## config.mk

```make
export PLATFORM = sky130hd
export DESIGN_NAME = snbs_ram
export DESIGN_NICKNAME = d
export VERILOG_FILES = /design/src/rtl/snbs_ram.sv
export SDC_FILE = /design/constraint.sdc
export NUM_CORES = 1
export LEC_CHECK = 0
export BUFFER_PORTS_ARGS = -buffer_cell sky130_fd_sc_hd__buf_2
export CORE_UTILIZATION = 34
export DETAILED_ROUTE_END_ITERATION = 8
export PLACE_DENSITY = 0.51
export SLEW_MARGIN = 20
export SYNTH_ARGS = -nofsm -noshare
export SYNTH_HDL_FRONTEND = slang
export SYNTH_SLANG_ARGS = --single-unit
```

## constraint.sdc

```tcl
create_clock -name clk_i -period 6.8 [get_ports clk_i]
set_clock_uncertainty 0.15 [all_clocks]
set_input_delay 0.68 -clock clk_i [delete_from_list [all_inputs] [get_ports clk_i]]
set_output_delay 0.68 -clock clk_i [all_outputs]
set_load 0.005 [all_outputs]
```

## src/rtl/snbs_ram.sv

```systemverilog
// snbs_ram: generic single-write, single-read memory with registered read data
// no dependencies
`timescale 1ns / 1ps

module snbs_ram #(
  parameter int WIDTH = 32,
  parameter int DEPTH = 16
) (
  input  logic                     clk_i,
  input  logic                     we_i,
  input  logic [$clog2(DEPTH)-1:0] waddr_i,
  input  logic [WIDTH-1:0]         wdata_i,
  input  logic [$clog2(DEPTH)-1:0] raddr_i,
  output logic [WIDTH-1:0]         rdata_o
);

  logic [WIDTH-1:0] mem_q [DEPTH];

  // write port
  always_ff @(posedge clk_i) begin
    if (we_i) begin
      mem_q[waddr_i] <= wdata_i;
    end
  end

  // registered read port
  always_ff @(posedge clk_i) begin
    rdata_o <= mem_q[raddr_i];
  end

endmodule

```

# Word level (Yosys, flattened, before mapping)
# Memories as Yosys holds them, arrays and structs flattened. A register that Yosys moved wholly into a read port is not among the register bits.
# Cells that the tools add are included.
# totals
mem_bits_rw	512
output_inout_bits	32
latchBits	0
romBits	0
inputBits	42
mem_count	1
ff_bits	0
# memory_table
memory	depth	width	rd	rd_clocked_by_memory_dff	write_ports	line_no	source
mem_q	16	32	1	1	1	17	logic [WIDTH-1:0] mem_q [DEPTH];
# op_classes
reduce_logical	0
addsub	0
n_mul	0
div_mod_pow	0
bitwise	0
n_shift	0
eq_ne	0
muxes	2
magnitude_cmp	0
# ops
cell	n
$mux 1	2

# Longest topological paths before layout
# logic_depth
depth_word	2
depth_mapped	5

# Least setup slack after synthesis
# Ideal clock, no wire load.
# synth_path
path_type	input to register
startpoint	input waddr_i[2]
endpoint	memory mem_q[0][0], enable pin
setup_slack_ns	2.790
stages	2
t_required_ns	6.189
path_buffers	0
t_arrival_ns	3.398
setup_ns	0.461
path_cell_list	or3b_2 > nor3_1
# synth_lines
element	line_no	source
start, declared	11	input logic [$clog2(DEPTH)-1:0] waddr_i,
end, declared	17	
# Straight into the memory's write port.

==> metrics.md <==
| Metric | Value |
|---|---|
| Die outline area | `59400 um^2` |
| Highest fanout seen on the critical path | `63` |
| Worst min-delay path endpoint | `mem_q[7][20]` |
| Tightest Pin Transition | `1.06 ns` |
| Synth Warn # | `0` |
| Routed Antenna Nets | `0` |
| Hold Crit Depth | `1` |
| Path type of the worst min-delay path | `in -> reg` |
| CP max stage delay | `0.70 ns` |
| Drc violations | `0` |
| Routed vias/inst | `5.10` |
| RR Startpoint | `mem_q[11][1]` |
| Maximum buffer depth of the clock tree | `3` |
| Kind of critical path | `in -> reg` |
| Number of endpoints with negative hold slack in the final report | `0` |
| Antenna violations before repair | `3` |
| Number of buffers created by CTS | `56` |
| Pin count of the biggest net entering global routing | `95` |
| CTS-repair resized insts | `0` |
| Number of setup violations in the final report | `0` |
| Average wire length per cell after detail routing | `25.1 um` |
| CTS root buffer | `sky130_fd_sc_hd__clkbuf_16` |
| Psw | `0.00143 W` |
| Global-route track usage on met1 | `21.5%` |
| Hold buffers post-CTS | `0` |
| Number of max-slew violations in the final report | `0` |
| Cell type group with the largest total delay on the critical path | `buffers and inverters` |
| Internal | `0.00552 W` |
| GRT Util Overall | `15.1%` |
| Iter 0 DRT Violations | `695` |
| Register share of total power | `54.4%` |
| Post-CTS Setup Repair Bufs | `0` |
| Overall Power | `0.00694 W` |
| Number of top-level pins | `74` |
| Category of the worst setup path launch point | `input pin` |
| Final net count | `991` |
| Placeable Area | `57700 um^2` |
| Unique cell type count in the Yosys netlist | `18` |
| Synthesized area per cell | `23.7 um^2` |
| Top Usage Layer GRT | `met2` |
| Rows | `88` |
| HPWL reported at the end of detailed placement | `19.5 mm` |
| Insertion delay to the later sink of the worst-skew pair | `0.59 ns` |
| Proportion of layout cells with a drive suffix above 1 | `32.9%` |
| CTS tree | `built` |
| Syn Std Cell Area | `19900 um^2` |
| Req. time, crit path | `7.12 ns` |
| Endpoint of the worst-slack reg-to-reg timing path | `rdata_o[1]` |
| Number of maximum-capacitance constraint violations | `0` |
| M3 GR Usage | `2.69%` |
| Via count of the first global-routing pass | `9479` |
| Post-synthesis sequential area ratio | `80.7%` |
| First-pass GRT wire length | `64.6 mm` |
| Port-buffer cells | `73` |
| Minimum clock period after layout | `2.61 ns` |
| Overflow left after global routing | `0` |
| Cell-by-cell trace of the critical path | `clkbuf_8 > buf_4 > mux4_2 > a22oi_1 > nand2_1` |
| Last weighted congestion value of the routability-driven placer | `0.667` |
| Power Density | `302 nW/um^2` |
| Max H-tree Level | `2` |
| Area grow syn2layout | `15.8%` |
| Wire length after detailed routing | `44.1 mm` |
| Reg clk slew, reported paths | `0.06 ns` |
| Fraction of met2 tracks used by global routing | `24.0%` |
| Max rail drop VDD | `0.172 mV` |
| Maximum achievable frequency | `0.383 GHz` |
| Final period util | `38.4%` |
| Arr. time, crit path | `2.93 ns` |
| RSZ-0062 raised after global routing | `no` |
| Endpoint kind of the worst setup timing path | `flop` |
| Sum of negative setup slack | `0 ns` |
| Die H | `244 um` |
| Comb power frac | `4.6%` |
| Starting density of the core | `34.4%` |
| Run status | `finished clean` |
| Width of the die | `244 um` |
| Gate count after technology mapping | `838` |
| Power share of the clock group | `41.1%` |
| Max_slew headroom | `29.3%` |
| Number of sinks on the clock net | `544` |
| Switching Fraction | `20.6%` |
| Filler Cell Count | `5165` |
| Count of vias placed by the detailed router | `8969` |
| R2R depth | `3` |
| Setup slack, reg-to-reg | `5.34 ns` |
| Startpoint of the worst hold path | `wdata_i[20]` |
| Worst path slowest cell | `sky130_fd_sc_hd__buf_4` |
| Count of TritonRoute iterations in the first routing pass | `4` |
| Synthesized netlist net count | `880` |
| Number of synthesized register bits | `544` |
| Buf/Inv on CP | `2` |
| Static Leak | `7.30 nW` |
[cell type report]
cell class | count | area (um^2) | area share (%)
Multi-Input combinational cell | 251 | 3750 | 16.3
Sequential cell | 544 | 16000 | 69.7
Clock buffer | 79 | 1570 | 6.83
Antenna cell | 1 | 2.50 | 0.0109
Clock inverter | 22 | 136 | 0.593
Tap cell | 765 | 957 | 4.16
Timing Repair Buffer | 96 | 553 | 2.41
[per-stage QoR]
stage | hold slack, ns | cell area, um^2 | util [%] | cells | setup slack [ns]
final | 0.313 | 23000 | 39.8 | 1758 | 4.19
after global routing | 0.303 | 23000 | 39.8 | 1757 | 3.91
after CTS | 0.273 | 23000 | 39.8 | 1757 | 4.08
after detailed placement | 0.509 | 21300 | 36.9 | 1656 | 3.45
after global placement | 0.509 | 21300 | 36.9 | 1656 | 3.44
after floorplan | 0.485 | 19900 | - | 838 | 2.79
[power by group through the flow]
stage / combinational, W / sequential [W] / clock, W
floorplan: 0.000180 / 0.00384 / 0
global placement: 0.000322 / 0.00384 / 0
detailed placement: 0.000326 / 0.00385 / 0
CTS: 0.000327 / 0.00378 / 0.00292
global route: 0.000346 / 0.00378 / 0.00306
finish: 0.000316 / 0.00377 / 0.00285
[how the worst max path moves through the flow]
stage                     slack, ns  depth (start not counted)           to        from
after global placement         3.44                          5  rdata_o[22]  raddr_i[0]
after global routing           3.91                          5  rdata_o[13]  raddr_i[0]
after floorplan                2.79                          2  mem_q[0][0]  waddr_i[2]
final                          4.19                          5  rdata_o[13]  raddr_i[0]
after detailed placement       3.45                          5  rdata_o[14]  raddr_i[0]
after CTS                      4.08                          5  rdata_o[14]  raddr_i[0]
[sequential cells by signal, summed over array words and instances (netlist names)]
register and count:
mem_q 512, rdata_o 32
[layout by cell type, fill, tap and decap left out, drive strengths merged]
cell,Yosys,layout
a22oi,64,64
and2,1,1
buf,26,95
bufinv,0,1
clkbuf,17,80
clkinv,0,20
clkinvlp,0,1
dfxtp,32,32
diode,0,1
edfxtp,512,512
mux4,128,128
nand2,33,33
nand2b,2,2
nand3,1,1
nand3b,2,2
nor2,13,13
nor2b,2,2
nor3,4,4
or3b,1,1
[synth_stat cells]
master,instances,area [um^2]
sky130_fd_sc_hd__a22oi_1,64,480
sky130_fd_sc_hd__and2_1,1,6.26
sky130_fd_sc_hd__buf_1,9,33.8
sky130_fd_sc_hd__buf_2,4,20.0
sky130_fd_sc_hd__buf_4,11,82.6
sky130_fd_sc_hd__buf_6,2,22.5
sky130_fd_sc_hd__clkbuf_1,17,63.8
sky130_fd_sc_hd__dfxtp_1,32,641
sky130_fd_sc_hd__edfxtp_1,512,15400
sky130_fd_sc_hd__mux4_2,128,2880
sky130_fd_sc_hd__nand2_1,33,124
sky130_fd_sc_hd__nand2b_1,2,12.5
sky130_fd_sc_hd__nand3_1,1,5.00
sky130_fd_sc_hd__nand3b_1,2,15.0
sky130_fd_sc_hd__nor2_1,13,48.8
sky130_fd_sc_hd__nor2b_1,2,12.5
sky130_fd_sc_hd__nor3_1,4,20.0
sky130_fd_sc_hd__or3b_2,1,8.76
[metal layers]
layer	wire, um	vias to the layer above
li1	-	3798
met1	20300	4885
met2	21000	215
met3	2070	65
met4	758	6
met5	39	-
[kinds of logic (layout without fill, tap and decap cells)]
| group | after synthesis | after routing | synth area share, % |
|---|---|---|---|
| compound gates | 64 | 64 | 2.42 |
| mux | 128 | 128 | 14.5 |
| other cells | 0 | 1 | 0 |
| flops | 544 | 544 | 80.7 |
| simple gates | 59 | 59 | 1.27 |
| buf+inv | 43 | 197 | 1.12 |
Note: power is estimated with default switching activity, not from simulation.
