**src/rtl/snbs_pkg.sv**
```systemverilog
// snbs_pkg: shared types and constants for the nearest sphere-of-influence search
// no dependencies; imported by the engine, the top level and the checker
`timescale 1ns / 1ps

package snbs_pkg;

  // input item codes
  localparam logic ACT_WRITE = 1'b0;
  localparam logic ACT_QUERY = 1'b1;

  // link word layout: parent slot in the low nibble, then has-parent, then star
  localparam int LINK_HASP = 4;
  localparam int LINK_STAR = 5;
  localparam int LINK_W    = 6;

  // big-number engine operations
  typedef enum logic [1:0] {
    MAC_CLEAR = 2'd0,  // accumulator to zero
    MAC_LOADX = 2'd1,  // load operand, optionally clear accumulator
    MAC_MOVE  = 2'd2,  // operand takes accumulator, accumulator cleared
    MAC_PASS  = 2'd3   // accumulator += operand * word, shifted by limbs
  } mac_op_e;

  typedef struct packed {
    mac_op_e     op;
    logic        clr;
    logic [63:0] val;
    logic [31:0] w;
    logic [7:0]  j;
  } mac_cmd_t;

endpackage

```
**src/rtl/snbs_mac.sv**
```systemverilog
// snbs_mac: limb-serial big-number multiply-accumulate engine, one 32x32 product a cycle
// depends on snbs_pkg for the command type
`timescale 1ns / 1ps

module snbs_mac import snbs_pkg::*; #(
  parameter int LIMBS = 15
) (
  input  logic                  clk_i,
  input  logic                  rst_ni,
  input  logic                  start_i,
  input  mac_cmd_t              cmd_i,
  output logic                  done_o,
  output logic [LIMBS*32-1:0]   x_flat_o
);

  localparam int LW = $clog2(LIMBS);

  logic [31:0]   r_q [LIMBS];
  logic [31:0]   x_q [LIMBS];
  logic          busy_q;
  logic          done_q;
  logic [LW-1:0] i_q;
  logic [LW-1:0] j_q;
  logic [31:0]   w_q;
  logic [31:0]   carry_q;

  logic [31:0]   xi;
  logic [63:0]   prod;
  logic [63:0]   sum;

  // one limb of operand times word plus accumulator limb and carry
  always_comb begin
    xi   = (i_q >= j_q) ? x_q[i_q - j_q] : 32'd0;
    prod = 64'(xi) * 64'(w_q);
    sum  = prod + 64'(r_q[i_q]) + 64'(carry_q);
  end

  // sequencing of a pass
  always_ff @(posedge clk_i or negedge rst_ni) begin
    if (!rst_ni) begin
      busy_q <= 1'b0;
      done_q <= 1'b0;
      i_q    <= '0;
    end else begin
      if (start_i) begin
        if (cmd_i.op == MAC_PASS) begin
          busy_q <= 1'b1;
          i_q    <= '0;
          done_q <= 1'b0;
        end else begin
          done_q <= 1'b1;
        end
      end else if (busy_q) begin
        if (i_q == LW'(LIMBS - 1)) begin
          busy_q <= 1'b0;
          done_q <= 1'b1;
        end else begin
          i_q    <= i_q + 1'b1;
          done_q <= 1'b0;
        end
      end else begin
        done_q <= 1'b0;
      end
    end
  end

  // limb registers
  always_ff @(posedge clk_i) begin
    if (start_i) begin
      case (cmd_i.op)
        MAC_CLEAR: begin
          for (int k = 0; k < LIMBS; k++) r_q[k] <= 32'd0;
        end
        MAC_LOADX: begin
          for (int k = 0; k < LIMBS; k++) begin
            if (k == 0) begin
              x_q[k] <= cmd_i.val[31:0];
            end else if (k == 1) begin
              x_q[k] <= cmd_i.val[63:32];
            end else begin
              x_q[k] <= 32'd0;
            end
            if (cmd_i.clr) begin
              r_q[k] <= 32'd0;
            end
          end
        end
        MAC_MOVE: begin
          for (int k = 0; k < LIMBS; k++) begin
            x_q[k] <= r_q[k];
            r_q[k] <= 32'd0;
          end
        end
        MAC_PASS: begin
          j_q     <= cmd_i.j[LW-1:0];
          w_q     <= cmd_i.w;
          carry_q <= 32'd0;
        end
        default: begin
        end
      endcase
    end else if (busy_q) begin
      r_q[i_q] <= sum[31:0];
      carry_q  <= sum[63:32];
    end
  end

  // operand as one flat word
  always_comb begin
    for (int k = 0; k < LIMBS; k++) x_flat_o[k*32 +: 32] = x_q[k];
  end

  assign done_o = done_q;

endmodule

```
**config.mk**
```make
export PLATFORM = sky130hd
export DESIGN_NAME = snbs_mac
export DESIGN_NICKNAME = d
export VERILOG_FILES = /design/src/rtl/snbs_pkg.sv /design/src/rtl/snbs_mac.sv
export SDC_FILE = /design/constraint.sdc
export NUM_CORES = 2
export LEC_CHECK = 0
export ABC_CLOCK_PERIOD_IN_PS = 10800
export BUFFER_PORTS_ARGS = -buffer_cell sky130_fd_sc_hd__buf_2
export CORE_MARGIN = 2
export CORE_UTILIZATION = 56
export DETAILED_ROUTE_END_ITERATION = 16
export GPL_TIMING_DRIVEN = 0
export PLACE_DENSITY = 0.78
export RECOVER_POWER = 50
export SLEW_MARGIN = 20
export SYNTH_ARGS = -nofsm -noshare
export SYNTH_HDL_FRONTEND = slang
export SYNTH_SLANG_ARGS = --single-unit
```
**constraint.sdc**
```tcl
create_clock -name clk_i -period 10.8 [get_ports clk_i]
set_input_delay 2.16 -clock clk_i [delete_from_list [all_inputs] [get_ports clk_i]]
set_output_delay 2.16 -clock clk_i [all_outputs]
set_load 0.05 [all_outputs]
```
-- After elaboration in Yosys (flattened, before gate mapping)
Memory sizes are Yosys's and may differ from the RTL's.
Cells that the tools add are included.
- eq/ne operators: 6
- multiplexer cells: 80
- $mul: 1
- add/subtract/negate cells: 4
- bitwise logic cells: 45
- magnitude comparators: 1
- reductions and logical operators: 6
- operators with widths (cell ; count):
    two-way mux 32 bit ; 50
    adder 64 x 32 -> 64 bit ; 2
    multiplier 32 x 32 -> 64 bit ; 1
    bitwise OR 1 bit ; 45
    OR reduction 32 bit ; 1
    two-way mux 1 bit ; 25
    two-way mux 4 bit ; 5
    adder 4 x 1 -> 4 bit, second input constant ; 1
    == test 2 bit, second input constant ; 2
    == test 4 bit, second input constant ; 1
    greater-or-equal comparator 4 bit ; 1
    AND reduction 2 bit ; 2
    subtractor 4 bit ; 1
    AND reduction 3 bit ; 1
    == test 2 x 1 -> 1 bit, second input constant ; 1
    zero test 2 bit ; 1
    != test 2 x 1 -> 1 bit, second input constant ; 1
    != test 2 bit, second input constant ; 1
    nonzero test 2 bit ; 1
- logic and storage cells: 151
- register bits: 74
- memories: 2
- RAM bits: 960
- output and inout bits: 481
- bits of input ports: 110
- memories (memory ; depth ; bits a word ; rd ports ; clocked after Yosys merged registers in ; write ports ; RTL line ; source):
    r_q ; 15 ; 32 ; 16 ; 0 ; 15 ; snbs_mac.sv:18 ; logic [31:0] r_q [LIMBS];
    x_q ; 15 ; 32 ; 16 ; 0 ; 15 ; snbs_mac.sv:19 ; logic [31:0] x_q [LIMBS];

-- Longest topological paths before layout
An unclocked memory read counts as a cell.
- depth in word-level cells: 8
- gate-level depth with buffers: 43
- depth with buffers taken out: 36

-- Worst setup path after synthesis
Ideal clock, no wire load.
- path kind: input to register
- start: input cmd_i[106] in the netlist's numbering
- end: memory x_q[0][0], enable pin
- setup time: 1988 ps
- setup slack: -26770 ps
- path buffers: 0
- arrival: 35582 ps
- data required time: 8812 ps
- stages on the path: 2
- cells stage by stage: nand2_1 o21ai_0
- RTL lines (item ; RTL line ; source):
    start, declared ; snbs_mac.sv:11 ; input mac_cmd_t cmd_i,
    end, declared ; snbs_mac.sv:19 ;

-- Final worst setup path
- start: register i_q[0]
- end: register carry_q[30] (data pin)
- cells in the longest elaborated chain, start to end: 8
- RTL lines (item ; RTL line ; source):
    start, declared ; snbs_mac.sv:22 ; logic [LW-1:0] i_q;
    start signal, assigned ; snbs_mac.sv:58 ; i_q <= i_q + 1'b1;
    subtractor 4 bit ; snbs_mac.sv:33 ; xi = (i_q >= j_q) ? x_q[i_q - j_q] : 32'd0;
    memory read (15 x 32 bit) ; - ;
    two-way mux 32 bit ; snbs_mac.sv:33 ;
    multiplier 32 x 32 -> 64 bit ; snbs_mac.sv:34 ; prod = 64'(xi) * 64'(w_q);
    adder 64 x 32 -> 64 bit (*) (2 in series) ; snbs_mac.sv:35 ; sum = prod + 64'(r_q[i_q]) + 64'(carry_q);
    two-way mux 32 bit (*) ; snbs_mac.sv:102 ; end else if (busy_q) begin
    two-way mux 32 bit (*) ; snbs_mac.sv:69 ; if (start_i) begin
    end signal, assigned ; snbs_mac.sv:104 ; carry_q <= sum[63:32];
    end, declared ; snbs_mac.sv:25 ; logic [31:0] carry_q;
Mark *: on every way between the ends. The rest lies on a longest branch, timed or not. The select of a mux whose other input is x is not followed.
A chain may end at the register's enable or synchronous reset.

==> flow_summary.ini <==
[worst_setup_path]
r2r-start = i_q[0]$_DFFE_PN0P_
crit_slowest_cell = fa_2
crit_path_max_fanout = 10
start_kind = flip-flop
path_class = reg2reg
startpoint = i_q[0]$_DFFE_PN0P_
cp-end-kind = flip-flop
cp.arrival_ps = 11300
r2r-end = carry_q[30]$_SDFFCE_PP0P_
reg2reg_slack_ps = -50
rr_worst_depth = 37
cp.required_ps = 11250
critPathMaxStageDelay_ps = 620

[min_path]
hold_path_startpoint = r_q[3][31]$_SDFFCE_PN0P_
whs_path_depth = 1
min_to = x_q[3][31]$_SDFFCE_PN0P_
hold_path.class = reg2reg

[drt]
vias = 62700
drc_errors = 0
viasPerCell = 6.44
routed_wirelength_um = 345000
drtIter0Drc = 9626
ant_nets = 0
wl_per_cell_um = 35.4
drtPass1Iterations = 7

[grt]
grt_pass1_vias = 63400
grt_pass1_wl_um = 475000
gr-total-overflow = 0
antenna_found_initial = 51
grt_max_degree = 33
grtUsageTotal_pct = 47.0

[run_status]
violations = negative setup slack
outcome = complete, but fails checks

[yosys]
synth_cell_type_count = 76
synth_area_mm2 = 0.0816
synth_most_common_cell = inv_1
yosys_warnings = 0
syn_inst = 6862
avgSynthCellArea_um2 = 11.9
yosysTopAreaCellShare_pct = 39.0
ys.flop_type = edfxtp_1
synth-seq-cells = 1066
synth_common_cells = 1,087 x inv_1, 1,060 x edfxtp_1, 960 x fa_1
ys_seq_area_share_pct = 39.2
synthTopCellsByArea = edfxtp_1 39%, fa_1 24%, mux4_2 7.1%, and2_1 7.1%, inv_1 5.0%
synth_top_cell_by_area = edfxtp_1
async_flop_share_pct = 0.563
synth_edf_count = 1060
synth_nets = 8216

[floorplan]
pin_count = 591
core_area_mm2 = 0.145
die_w_um = 386
die_area_mm2 = 0.149
initial_core_util_pct = 56.2
die_h_um = 386
num_rows = 140

[clock_tree]
path_clk_slew_ps = 60
h-tree-depth = 3
clock_sinks = 1066
cts_root_buf = clkbuf_16
cts_tree = built
clock_latency_ps = 810
cts_buffers = 110
clockBufferDepth = 3

[timing]
finalCritPeriodShare_pct = 100
final_hold_viol_count = 0
hold_ws_ps = 544
tns_ps = -227
rsz0062_at_grt = true
worst_pin_slew_ps = 1320
fin_skew_ps = 79.6
maxSlewViolCount = 0
min_period_ps = 10850
fmax_ghz = 0.0922
setup_ws_ps = -50.5
setup_violations = 11
slew_headroom_pct = 11.8

[final_layout]
finalNonFillerCells = 9749
multi_input_area_mm2 = 0.0453
fin_nets = 9055
syn_to_final_growth_pct = 16.7
nFillCells = 10700
drive_gt1_share_pct = 21.1
ff_latch_area_mm2 = 0.0320
fin_area_mm2 = 0.0952

[placement]
numPortBuffers = 586
dp_hpwl_um = 274000
dp_cells = 9410
routabilityCongestion = 1.07
placed_cell_area_mm2 = 0.0882

[job]
maxCapViolations = 0
## worst max-delay path by stage
stage | end | slack, ps
2_1_floorplan | x_q[0][0]$_DFFE_PP_ | 350
3_3_place_gp | r_q[8][31]$_SDFFCE_PN0P_ | -4720
3_5_place_dp | r_q[13][31]$_SDFFCE_PN0P_ | -3570
4_1_cts | carry_q[30]$_SDFFCE_PP0P_ | 10
5_1_grt | carry_q[30]$_SDFFCE_PP0P_ | -130
6_report | carry_q[30]$_SDFFCE_PP0P_ | -50
## placed cells by master, fill, tap and decap left out, types with 15 or more instances in the layout
master / Yosys / layout
buf_12: 0 / 29
mux4_2: 256 / 256
a211oi_2: 23 / 18
o21bai_1: 18 / 18
clkbuf_2: 3 / 23
clkbuf_4: 0 / 25
nand4_1: 24 / 24
clkbuf_1: 307 / 273
buf_6: 1 / 30
xnor2_1: 37 / 26
clkbuf_16: 0 / 113
diode_2: 0 / 38
o21ai_0: 70 / 53
a211oi_4: 0 / 48
a21o_1: 26 / 26
a21oi_2: 2 / 19
clkinv_1: 0 / 25
fa_1: 960 / 922
buf_2: 101 / 633
bufinv_16: 0 / 16
buf_16: 0 / 35
buf_4: 16 / 120
fa_2: 0 / 38
and2_1: 920 / 912
nand2_2: 0 / 15
nand2_1: 671 / 652
clkinv_2: 0 / 17
edfxtp_1: 1060 / 1060
a21oi_1: 86 / 63
nor2_1: 553 / 550
nand3_1: 17 / 17
mux2_2: 69 / 68
ha_1: 284 / 274
inv_1: 1087 / 1083
mux2i_1: 64 / 60
## critical path, delay by kind of cell (launching register included)
family,cells,cell delay (ps)
buf+inv,13,1730
flops,1,440
mux,1,350
simple gates,4,520
fa+ha+maj,11,5210
compound gates,8,2200
## flip-flops by register name, summed over array words and instances (netlist names)
name	count
r_q	512
x_q	480
carry_q	32
w_q	32
i_q	4
j_q	4
busy_q	1
done_o	1
## metal layers
| layer | track usage (%) | wire (µm) | up-vias |
|---|---|---|---|
| met2 | 69.3 | 150000 | 6171 |
| met5 | 0 | 246 | - |
| li1 | - | - | 23800 |
| met4 | 39.3 | 36800 | 36 |
| met3 | 19.5 | 54500 | 1643 |
| met1 | 53.2 | 104000 | 31100 |
## stage by stage
stage / setup WS (ps) / utilization, %
6_report: -50.5 / 65.6
4_1_cts: 14.1 / 65.0
3_3_place_gp: -4720 / 59.9
2_1_floorplan: 355 / -
5_1_grt: -134 / 65.5
3_5_place_dp: -3570 / 60.7
## layout make-up
| class | count | share of cell area, % |
|---|---|---|
| Clock buffer | 135 | 2.99 |
| Sequential cell | 1066 | 33.6 |
| Antenna cell | 38 | 0.0998 |
| Multi-Input combinational cell | 4261 | 47.5 |
| Timing Repair Buffer | 736 | 5.27 |
| Clock inverter | 70 | 0.959 |
| Inverter | 1087 | 4.29 |
| Buffer | 439 | 2.76 |
| Tap cell | 1917 | 2.52 |
## cell families after synthesis
family                   synth area share [%]
buffers and inverters                    7.30
AND/OR/NAND/NOR                          13.5
AO/OA/AOI/OAI                            2.70
XOR/XNOR                                0.661
multiplexers                             8.82
adder cells (fa/ha/maj)                  27.9
flip-flops                               39.2
## repair_timing
item,in CTS,in global routing
endpoints found under the setup margin,449,280
gates cloned,4,1
resized for setup,411,141
buffers inserted,69,35
pin swaps,65,82
hold buffers,0,0
Power is not shown: default switching activity piles up to over one toggle a cycle in this logic, so the estimate is an artifact.
